==> config.mk <==
export PLATFORM = sky130hd
export DESIGN_NAME = process_state_table
export DESIGN_NICKNAME = d
export VERILOG_FILES = /design/src/design/pst_pkg.sv /design/src/design/process_state_table.sv /design/src/design/pst_ram.sv
export SDC_FILE = /design/constraint.sdc
export NUM_CORES = 1
export LEC_CHECK = 0
export BUFFER_PORTS_ARGS = -buffer_cell sky130_fd_sc_hd__buf_2
export CORE_MARGIN = 2
export CORE_UTILIZATION = 47
export DETAILED_ROUTE_END_ITERATION = 10
export PLACE_DENSITY_LB_ADDON = 0.05
export SETUP_SLACK_MARGIN = 0.15
export SLEW_MARGIN = 20
export SYNTH_ARGS = -nofsm -noshare
export SYNTH_HDL_FRONTEND = slang
export SYNTH_SLANG_ARGS = --single-unit
==> constraint.sdc <==
create_clock -name clk -period 3.8 [get_ports clk]
set_input_delay 0 -clock clk [delete_from_list [all_inputs] [get_ports clk]]
set_output_delay 0 -clock clk [all_outputs]
set_load 0.03 [all_outputs]
==> src/design/pst_pkg.sv <==
// ----------------------------------------------------------------------------
// Process state table package
// Shared constants, codes and the sequencer control store.
// ----------------------------------------------------------------------------
package pst_pkg;

  localparam int PST_ENTRIES = 32;

  localparam int FUNC_W  = 2;
  localparam int ID_W    = 8;
  localparam int RC_W    = 3;
  localparam int SLOT_W  = 5;
  localparam int COUNT_W = 6;

  // Request kinds
  localparam logic [FUNC_W-1:0] FUNC_CREATE  = 2'd0;
  localparam logic [FUNC_W-1:0] FUNC_SUSPEND = 2'd1;
  localparam logic [FUNC_W-1:0] FUNC_KILL    = 2'd2;
  localparam logic [FUNC_W-1:0] FUNC_RESUME  = 2'd3;

  // Entry modes
  localparam logic [1:0] MODE_FREE = 2'd0;
  localparam logic [1:0] MODE_RUN  = 2'd1;
  localparam logic [1:0] MODE_SUSP = 2'd2;

  // Result codes
  localparam logic [RC_W-1:0] RC_OK       = 3'd0;
  localparam logic [RC_W-1:0] RC_FULL     = 3'd1;
  localparam logic [RC_W-1:0] RC_DUP      = 3'd2;
  localparam logic [RC_W-1:0] RC_NOTFOUND = 3'd3;
  localparam logic [RC_W-1:0] RC_ALREADY  = 3'd4;
  localparam logic [RC_W-1:0] RC_NOTSUSP  = 3'd5;
  localparam logic [RC_W-1:0] RC_EMPTY    = 3'd6;
  localparam logic [RC_W-1:0] RC_NONESUSP = 3'd7;

  // Sequencer step addresses
  typedef logic [1:0] step_t;
  localparam step_t STEP_WAIT   = 2'd0;
  localparam step_t STEP_SCAN   = 2'd1;
  localparam step_t STEP_COMMIT = 2'd2;

  typedef enum logic [1:0] {
    COND_IN_FIRE,
    COND_SCAN_DONE,
    COND_OUT_FREE
  } cond_t;

  // One control word: when the condition holds the sequencer moves to
  // next_step and the gated actions fire; otherwise it stays on this step.
  typedef struct packed {
    cond_t cond;
    step_t next_step;
    logic  latch_req;
    logic  scan_step;
    logic  commit;
  } ctrl_t;

  function automatic ctrl_t ucode_rom(input step_t step);
    ctrl_t cw;
    case (step)
      STEP_WAIT:   cw = '{cond: COND_IN_FIRE,   next_step: STEP_SCAN,
                          latch_req: 1'b1, scan_step: 1'b0, commit: 1'b0};
      STEP_SCAN:   cw = '{cond: COND_SCAN_DONE, next_step: STEP_COMMIT,
                          latch_req: 1'b0, scan_step: 1'b1, commit: 1'b0};
      STEP_COMMIT: cw = '{cond: COND_OUT_FREE,  next_step: STEP_WAIT,
                          latch_req: 1'b0, scan_step: 1'b0, commit: 1'b1};
      default:     cw = '{cond: COND_IN_FIRE,   next_step: STEP_WAIT,
                          latch_req: 1'b0, scan_step: 1'b0, commit: 1'b0};
    endcase
    return cw;
  endfunction

endpackage

==> src/design/process_state_table.sv <==
// ----------------------------------------------------------------------------
// Process state table
// Table of process entries handling create, suspend, kill and resume requests.
// ----------------------------------------------------------------------------
// Requests are handled one at a time: in_ready is high only in the wait step, so a
// new request is taken only after the previous one has committed. The identifier search walks
// the identifier RAM one slot per cycle through its single read port.
// A new request is taken while the previous result waits in the output register.
// Reset (rst_n low, synchronous) frees every entry and clears both counts.
module process_state_table
  import pst_pkg::*;
#(
  parameter int ENTRIES = PST_ENTRIES
) (
  input  logic               clk,
  input  logic               rst_n,
  input  logic               in_valid,
  output logic               in_ready,
  input  logic [FUNC_W-1:0]  in_func,
  input  logic [ID_W-1:0]    in_proc_id,
  output logic               out_valid,
  input  logic               out_ready,
  output logic [RC_W-1:0]    out_result_code,
  output logic [SLOT_W-1:0]  out_slot,
  output logic [COUNT_W-1:0] out_live_total,
  output logic [COUNT_W-1:0] out_suspended_total
);

  localparam int AW = $clog2(ENTRIES);
  localparam int CW = $clog2(ENTRIES + 1);

  // Sequencer
  step_t step_r, step_nxt;
  ctrl_t cw;
  logic  cond_ok;

  // Request and scan state
  logic [FUNC_W-1:0] req_func_r;
  logic [ID_W-1:0]   req_id_r;
  logic [CW-1:0]     scan_cnt_r, scan_cnt_nxt;
  logic [AW-1:0]     cmp_idx_r, cmp_idx_nxt;
  logic              cmp_vld_r, cmp_vld_nxt;
  logic              found_r, found_nxt;
  logic [AW-1:0]     found_idx_r, found_idx_nxt;
  logic              found_susp_r, found_susp_nxt;
  logic              free_found_r, free_found_nxt;
  logic [AW-1:0]     free_idx_r, free_idx_nxt;

  // Table state
  logic [1:0]    mode_r [ENTRIES];
  logic [CW-1:0] live_r, live_nxt;
  logic [CW-1:0] susp_r, susp_nxt;

  // Output register
  logic               out_valid_r, out_valid_nxt;
  logic [RC_W-1:0]    out_rc_r;
  logic [SLOT_W-1:0]  out_slot_r;
  logic [COUNT_W-1:0] out_live_r;
  logic [COUNT_W-1:0] out_susp_r;

  // Datapath signals
  logic            ram_re;
  logic            ram_we;
  logic [ID_W-1:0] ram_rdata;
  logic [1:0]      cmp_mode;
  logic            id_hit;
  logic            free_hit;
  logic            scan_done;
  logic            out_free;
  logic            do_latch;
  logic            do_commit;
  logic [RC_W-1:0] rc;
  logic [AW-1:0]   touch_idx;
  logic            mode_we;
  logic [AW-1:0]   mode_waddr;
  logic [1:0]      mode_wdata;

  assign cw        = ucode_rom(step_r);
  assign out_free  = !out_valid_r || out_ready;
  assign scan_done = (scan_cnt_r == CW'(ENTRIES)) && cmp_vld_r;

  always_comb begin
    case (cw.cond)
      COND_IN_FIRE:   cond_ok = in_valid;
      COND_SCAN_DONE: cond_ok = scan_done;
      COND_OUT_FREE:  cond_ok = out_free;
      default:        cond_ok = 1'b0;
    endcase
  end

  assign in_ready  = (step_r == STEP_WAIT);
  assign do_latch  = cw.latch_req && cond_ok;
  assign do_commit = cw.commit && cond_ok;
  assign step_nxt  = cond_ok ? cw.next_step : step_r;

  always_ff @(posedge clk) begin
    if (!rst_n) begin
      step_r <= STEP_WAIT;
    end else begin
      step_r <= step_nxt;
    end
  end

  // Identifier store: read one slot per scan cycle, written on a create.
  assign ram_re = cw.scan_step && (scan_cnt_r < CW'(ENTRIES));

  pst_ram #(
    .WIDTH (ID_W),
    .DEPTH (ENTRIES)
  ) u_ident_ram (
    .clk   (clk),
    .we    (ram_we),
    .waddr (free_idx_r),
    .wdata (req_id_r),
    .re    (ram_re),
    .raddr (scan_cnt_r[AW-1:0]),
    .rdata (ram_rdata)
  );

  // The compare stage works on the slot that was read in the cycle before.
  assign cmp_mode = mode_r[cmp_idx_r];
  assign id_hit   = cmp_vld_r && (cmp_mode != MODE_FREE) && (ram_rdata == req_id_r)
                    && !found_r;
  assign free_hit = cmp_vld_r && (cmp_mode == MODE_FREE) && !free_found_r;

  always_comb begin
    scan_cnt_nxt   = scan_cnt_r;
    cmp_idx_nxt    = cmp_idx_r;
    cmp_vld_nxt    = 1'b0;
    found_nxt      = found_r;
    found_idx_nxt  = found_idx_r;
    found_susp_nxt = found_susp_r;
    free_found_nxt = free_found_r;
    free_idx_nxt   = free_idx_r;
    if (do_latch) begin
      scan_cnt_nxt   = '0;
      found_nxt      = 1'b0;
      free_found_nxt = 1'b0;
    end else if (cw.scan_step) begin
      if (ram_re) begin
        scan_cnt_nxt = scan_cnt_r + CW'(1);
        cmp_idx_nxt  = scan_cnt_r[AW-1:0];
        cmp_vld_nxt  = 1'b1;
      end
      if (id_hit) begin
        found_nxt      = 1'b1;
        found_idx_nxt  = cmp_idx_r;
        found_susp_nxt = (cmp_mode == MODE_SUSP);
      end
      if (free_hit) begin
        free_found_nxt = 1'b1;
        free_idx_nxt   = cmp_idx_r;
      end
    end
  end

  // Decision and table update for the request at commit.
  always_comb begin
    rc         = RC_OK;
    touch_idx  = '0;
    mode_we    = 1'b0;
    mode_waddr = found_idx_r;
    mode_wdata = MODE_FREE;
    ram_we     = 1'b0;
    live_nxt   = live_r;
    susp_nxt   = susp_r;
    if (req_func_r == FUNC_CREATE) begin
      if ((live_r >= CW'(ENTRIES)) || !free_found_r) begin
        rc = RC_FULL;
      end else if (found_r) begin
        rc = RC_DUP;
      end else begin
        touch_idx  = free_idx_r;
        mode_we    = 1'b1;
        mode_waddr = free_idx_r;
        mode_wdata = MODE_RUN;
        ram_we     = do_commit;
        live_nxt   = live_r + CW'(1);
      end
    end else if (live_r == '0) begin
      rc = RC_EMPTY;
    end else if ((req_func_r == FUNC_RESUME) && (susp_r == '0)) begin
      rc = RC_NONESUSP;
    end else if (!found_r) begin
      rc = RC_NOTFOUND;
    end else begin
      case (req_func_r)
        FUNC_SUSPEND: begin
          if (!found_susp_r) begin
            touch_idx  = found_idx_r;
            mode_we    = 1'b1;
            mode_wdata = MODE_SUSP;
            susp_nxt   = susp_r + CW'(1);
          end else begin
            rc = RC_ALREADY;
          end
        end
        FUNC_KILL: begin
          if (!found_susp_r) begin
            touch_idx  = found_idx_r;
            mode_we    = 1'b1;
            mode_wdata = MODE_FREE;
            live_nxt   = live_r - CW'(1);
          end else begin
            rc = RC_ALREADY;
          end
        end
        default: begin
          if (found_susp_r) begin
            touch_idx  = found_idx_r;
            mode_we    = 1'b1;
            mode_wdata = MODE_RUN;
            susp_nxt   = susp_r - CW'(1);
          end else begin
            rc = RC_NOTSUSP;
          end
        end
      endcase
    end
  end

  always_comb begin
    out_valid_nxt = out_valid_r;
    if (do_commit) begin
      out_valid_nxt = 1'b1;
    end else if (out_ready) begin
      out_valid_nxt = 1'b0;
    end
  end

  always_ff @(posedge clk) begin
    if (!rst_n) begin
      cmp_vld_r   <= 1'b0;
      live_r      <= '0;
      susp_r      <= '0;
      out_valid_r <= 1'b0;
      for (int i = 0; i < ENTRIES; i++) begin
        mode_r[i] <= MODE_FREE;
      end
    end else begin
      cmp_vld_r   <= cmp_vld_nxt;
      out_valid_r <= out_valid_nxt;
      if (do_commit) begin
        live_r <= live_nxt;
        susp_r <= susp_nxt;
        if (mode_we) begin
          mode_r[mode_waddr] <= mode_wdata;
        end
      end
    end
  end

  always_ff @(posedge clk) begin
    if (do_latch) begin
      req_func_r <= in_func;
      req_id_r   <= in_proc_id;
    end
    scan_cnt_r   <= scan_cnt_nxt;
    cmp_idx_r    <= cmp_idx_nxt;
    found_r      <= found_nxt;
    found_idx_r  <= found_idx_nxt;
    found_susp_r <= found_susp_nxt;
    free_found_r <= free_found_nxt;
    free_idx_r   <= free_idx_nxt;
    if (do_commit) begin
      out_rc_r   <= rc;
      out_slot_r <= SLOT_W'(touch_idx);
      out_live_r <= COUNT_W'(live_nxt);
      out_susp_r <= COUNT_W'(susp_nxt);
    end
  end

  assign out_valid           = out_valid_r;
  assign out_result_code     = out_rc_r;
  assign out_slot            = out_slot_r;
  assign out_live_total      = out_live_r;
  assign out_suspended_total = out_susp_r;

endmodule

==> src/design/pst_ram.sv <==
// ----------------------------------------------------------------------------
// Process state table RAM
// Simple dual-port RAM, one write and one registered read per cycle.
// ----------------------------------------------------------------------------
module pst_ram #(
  parameter int WIDTH = 8,
  parameter int DEPTH = 32
) (
  input  logic                     clk,
  input  logic                     we,
  input  logic [$clog2(DEPTH)-1:0] waddr,
  input  logic [WIDTH-1:0]         wdata,
  input  logic                     re,
  input  logic [$clog2(DEPTH)-1:0] raddr,
  output logic [WIDTH-1:0]         rdata
);

  logic [WIDTH-1:0] mem_r [DEPTH];

  always_ff @(posedge clk) begin
    if (we) begin
      mem_r[waddr] <= wdata;
    end
    if (re) begin
      rdata <= mem_r[raddr];
    end
  end

endmodule
**Word level (Yosys, flattened, before mapping)**

Memories as Yosys holds them, arrays and structs flattened. A register that Yosys moved wholly into a read port is not among the register bits.
Index checks and enable logic that the tools add are counted.

- Div/mod/pow operators: 0
- Multipliers: 0
- Shifts and indexed selects: 0
- Equality and inequality tests: 10
- Reduce and logical (&&, ||, !) cells: 32
- Bitwise logic cells: 3
- Muxes and demuxes: 73
- Magnitude comparators: 2
- Add/subtract/negate cells: 5

Operators with widths:

| kind | number |
|---|---|
| $mux W6 | 14 |
| $mux W5 | 14 |
| $mux W1 | 26 |
| $mux W3 | 7 |
| $pmux W7 S3 | 1 |
| $add A6 B1 Y6 const B | 3 |
| $mux W2 | 8 |
| $logic_not A6 Y1 | 2 |
| $pmux W6 S2 | 1 |
| $sub A6 B1 Y6 const B | 2 |
| $eq A2 B2 Y1 const B | 5 |
| $logic_and A1 B1 Y1 | 10 |
| $reduce_and A3 Y1 | 3 |
| $eq A8 B8 Y1 | 1 |
| $logic_not A2 Y1 | 4 |
| $eq A2 B1 Y1 const B | 3 |
| $eq A6 B6 Y1 const B | 1 |
| $ge A6 B6 Y1 const B | 1 |
| $lt A6 B6 Y1 const B | 1 |
| $reduce_and A2 Y1 | 3 |
| $pmux W2 S2 | 1 |
| $reduce_bool A2 Y1 | 2 |
| $reduce_or A2 Y1 | 2 |
| $logic_not A1 Y1 | 3 |
| other kinds (4) | 7 |

- Logic and storage cells: 145
- Memory bits (read-only): 0
- RAM bits: 320
- Memories: 2
- Output and inout port bits: 22
- Bits in registers: 70
- Bits in latches: 0
- Bits of input ports: 14

Memory list:

| name | depth | bits a word | read ports | clocked after Yosys merged registers in | wr ports | RTL line | text |
|---|---|---|---|---|---|---|---|
| u_ident_ram.mem_r | 32 | 8 | 1 | 1 | 1 | pst_ram.sv:18 | `logic [WIDTH-1:0] mem_r [DEPTH];` |
| mode_r | 32 | 2 | 1 | 1 | 32 | process_state_table.sv:50 | `logic [1:0] mode_r [ENTRIES];` |

**Longest topological paths before layout**

- Word-level depth: 13
- Depth in mapped cells: 14
- Depth with buffers taken out: 10

**By module**

A second synthesis with hierarchy kept.

- Cells, all modules: 1,052
- Area total of the unflattened synthesis: 16,927.5 um^2

Modules (own cells, without submodules):

| module | times used | seq. area each (um^2) | area each (um^2) | cells each |
|---|---|---|---|---|
| pst_ram | 1 | 7,927.6 | 10,133.5 | 417 |
| process_state_table | 1 | 3,883.7 | 6,794.0 | 635 |

**Worst setup path after synthesis**

Ideal clock, no wire load.

- Path type: register -> register
- Start: reg scan_cnt_r[1]
- End: reg live_r[3]
- Cell stages (with the launch flop): 12
- Clock period less this slack: 3.110 ns
- Setup time: 0.117 ns
- Setup slack: 0.690 ns
- Buffers on the path: 3
- Arrival: 2.993 ns
- Cell sequence: dfxtp_1 -> clkbuf_1 -> clkbuf_1 -> inv_1 -> ha_1 -> and3_1 -> a221oi_1 -> nor2_1 -> nand2_1 -> inv_1 -> clkbuf_1 -> a31o_2

- Word-level cells in the longest chain between the ends: 4

RTL lines:

| item | RTL line | text |
|---|---|---|
| start, declared | process_state_table.sv:40 | `logic [CW-1:0] scan_cnt_r, scan_cnt_nxt;` |
| start signal, assigned | process_state_table.sv:258 | `scan_cnt_r <= scan_cnt_nxt;` |
| $eq A6 B6 Y1 | process_state_table.sv:80 | `assign scan_done = (scan_cnt_r == CW'(ENTRIES)) && cmp_vld_r;` |
| $logic_and A1 B1 Y1 | process_state_table.sv:80 |  |
| $pmux W1 S3 | process_state_table.sv:83 | `case (cw.cond)` |
| $logic_and A1 B1 Y1 | process_state_table.sv:93 | `assign do_commit = cw.commit && cond_ok;` |
| net do_commit | process_state_table.sv:71 | `logic do_commit;` |
| end signal, assigned | process_state_table.sv:244 | `live_r <= live_nxt;` |
| end, declared | process_state_table.sv:51 | `logic [CW-1:0] live_r, live_nxt;` |

The timed path passes the listed nets, and every way through them passes these cells.
A chain may end at the register's enable or synchronous reset.

==> reports/summary.txt <==
status: completed
vias in the first global route: 9416
# resized after CTS: 0
Clock Latency Late Sink: 560 ps
initial antenna violation count: 0
post-synthesis sequential area ratio: 0.690
Worst-Margin Slew: 901 ps
setup TNS: 0 ps
Die ar.: 38000 um2
clock skew: 15.3 ps
nets: 1171
post-synthesis register bit count: 403
critical path arrival: 3390 ps
PortBufs: 35
number of synthesized flops with an enable pin: 374
first-pass GRT wire length: 57200 um
Initial Util: 0.479
CTS max path bufs: 3
Cells after Synth: 1077
clock buffer count from CTS: 42
area of the core: 35700 um2
final WL: 37500 um
Synth async-reset ratio: 0
leakage: 6.27 nW
f_max: 316 MHz
Worst-path clk slew: 60 ps
RSZ-0062 raised after global routing: no
initial drt markers: 674
post-CTS setup buffers: 0
vias per cell: 5.69
syn nets: 1109
Synth area leader: edfxtp_1
synth top area cells: edfxtp_1 (66%), mux4_2 (11%), dfxtp_1 (3.4%)
max-cap viol count: 0
n_diodes: 0
Clock Sinks: 403
pwr dens: 643 nW/um2
CTS tree: built
# setup viols final: 0
CTS root buf: clkbuf_16
crit start category: flip-flop
share of layout cells above drive strength 1: 0.205
hpwl dp: 23600 um
worst rel slew slack: 0.397
Crit Path Class: reg -> reg
WL/cell: 23.0 um
post-synthesis cell type count: 63
WP data required: 4020 ps
DR vias: 9291
period utilization: 0.833
Max Fanout on Critical Path: 24
RD Place Congestion: 0.808
post-route core utilization: 0.539
post-route antenna net violation count: 0
Syn Area/Cell: 15.9 um2
most frequent cells in the layout: edfxtp_1 (374), nor2_1 (135), mux4_2 (80), nand2_1 (72), clkbuf_16 (43)
Worst setup EP type: flip-flop
Max IR drop VDD: 0.385 mV
IO Pins: 36
total gr overflow: 0
DR pass1 iterations: 5
Top FF cell, synth: edfxtp_1
most common cell after layout, fill and taps aside: edfxtp_1
Min Clock Period, post-route: 3170 ps
H-tree depth: 2
Max Slew Vio Count: 0
Die Wd: 195 um
endpoints failing hold: 0
DRC violations left: 0
Synth top area share: 0.656
area grow syn2layout: 12.5%
yosys warns: 0
worst hold path class: in -> reg
Placement Rows: 69
Tot GR Track Use: 0.202
Post-Syn Area: 17100 um2
pin count of the biggest net entering global routing: 69
die span in y: 195 um
## kinds of logic (layout without fill, tap and decap cells)
logic type | count (synthesis) | in the layout | synth area share
DFF | 403 | 403 | 0.690
and+or+nand+nor | 303 | 303 | 0.0832
AOI/OAI and AO/OA | 129 | 129 | 0.0483
muxes | 128 | 128 | 0.134
buffers and inverters | 79 | 174 | 0.0227
adders and majority gates | 18 | 18 | 0.0132
xor gates and xnor gates | 17 | 17 | 0.00870
## worst paths after layout
| kind | start | end | slack, ps | cells past startpoint |
|---|---|---|---|---|
| worst min-delay path | in_valid | step_r[1] | 70 | 5 |
| worst max register to register | susp_r[0] | mode_r[18][0] | 630 | 9 |
| worst max-delay path | susp_r[0] | mode_r[18][0] | 630 | 9 |
| worst min register to register | cmp_idx_r[4] | free_idx_r[4] | 480 | 0 |
## critical path: stages (launching register included)
cell     delay [ps]
dfxtp_1         510
inv_1           170
ha_1            230
nand2_1          70
or3_1           260
and3_4          320
a21oi_4          80
nor3b_4         450
nand3_4         350
o21ai_0         400
## area by class of cell
cell class,count,area [um2]
clock buffers,56,1140
clock inverters,21,164
fillers,2926,16500
inverters,16,60.1
multi-input cells,595,4930
flip-flops and latches,403,11800
well taps,461,577
repair buffers,81,573
## per-layer routing
metal | wire (um) | global-route usage
met5 | 0 | 0
met4 | 891 | 0.0585
met3 | 1660 | 0.0298
met2 | 18500 | 0.336
met1 | 16500 | 0.280
## registers in the layout, summed over array words and instances (netlist names), 2 cells and up, named ones only
| name | flops |
|---|---|
| u_ident_ram.mem_r | 256 |
| u_ident_ram.rdata | 8 |
| live_r | 6 |
| mode_r | 64 |
| free_idx_r | 5 |
| found_idx_r | 5 |
| out_result_code | 3 |
| out_suspended_total | 6 |
| out_live_total | 6 |
| req_func_r | 2 |
| step_r | 2 |
| cmp_idx_r | 5 |
| req_id_r | 8 |
| susp_r | 6 |
| out_slot | 5 |
| scan_cnt_r | 6 |
## power by group
part / leakage [nW] / internal (mW) / switching, mW
sequential: 3.70 / 5.44 / 0.201
clock: 0.648 / 2.26 / 1.67
combinational: 1.92 / 1.09 / 1.71
total: 6.27 / 8.79 / 3.59
## stage by stage
stage	instance area, um2	setup slack (ps)	total power, mW	std cells	hold slack [ps]
after floorplan	17100	690	7.62	1077	98.9
after global placement	17800	814	8.58	1545	177
after detailed placement	17800	649	8.60	1545	178
after CTS	19300	655	12.5	1633	61.6
after global routing	19300	395	12.9	1633	120
final	19300	634	12.4	1633	73.0
## cells in the mapped netlist (all sizes together), types with 14 or more instances
cell and number:
clkbuf 36, xnor2 14, o21ai 58, dfxtp 29, a21oi 17, edfxtp 374, mux2i 35, buf 27
ha 18, a22oi 15, nand2 72, nor2 135, mux4 80, nand3 28, inv 16
## what timing repair did
item,in CTS,in global routing
setup endpoints to repair,0,0
endpoints found under the hold margin,11,0
hold buffers,11,0
Note: power is estimated with default switching activity, not from simulation.
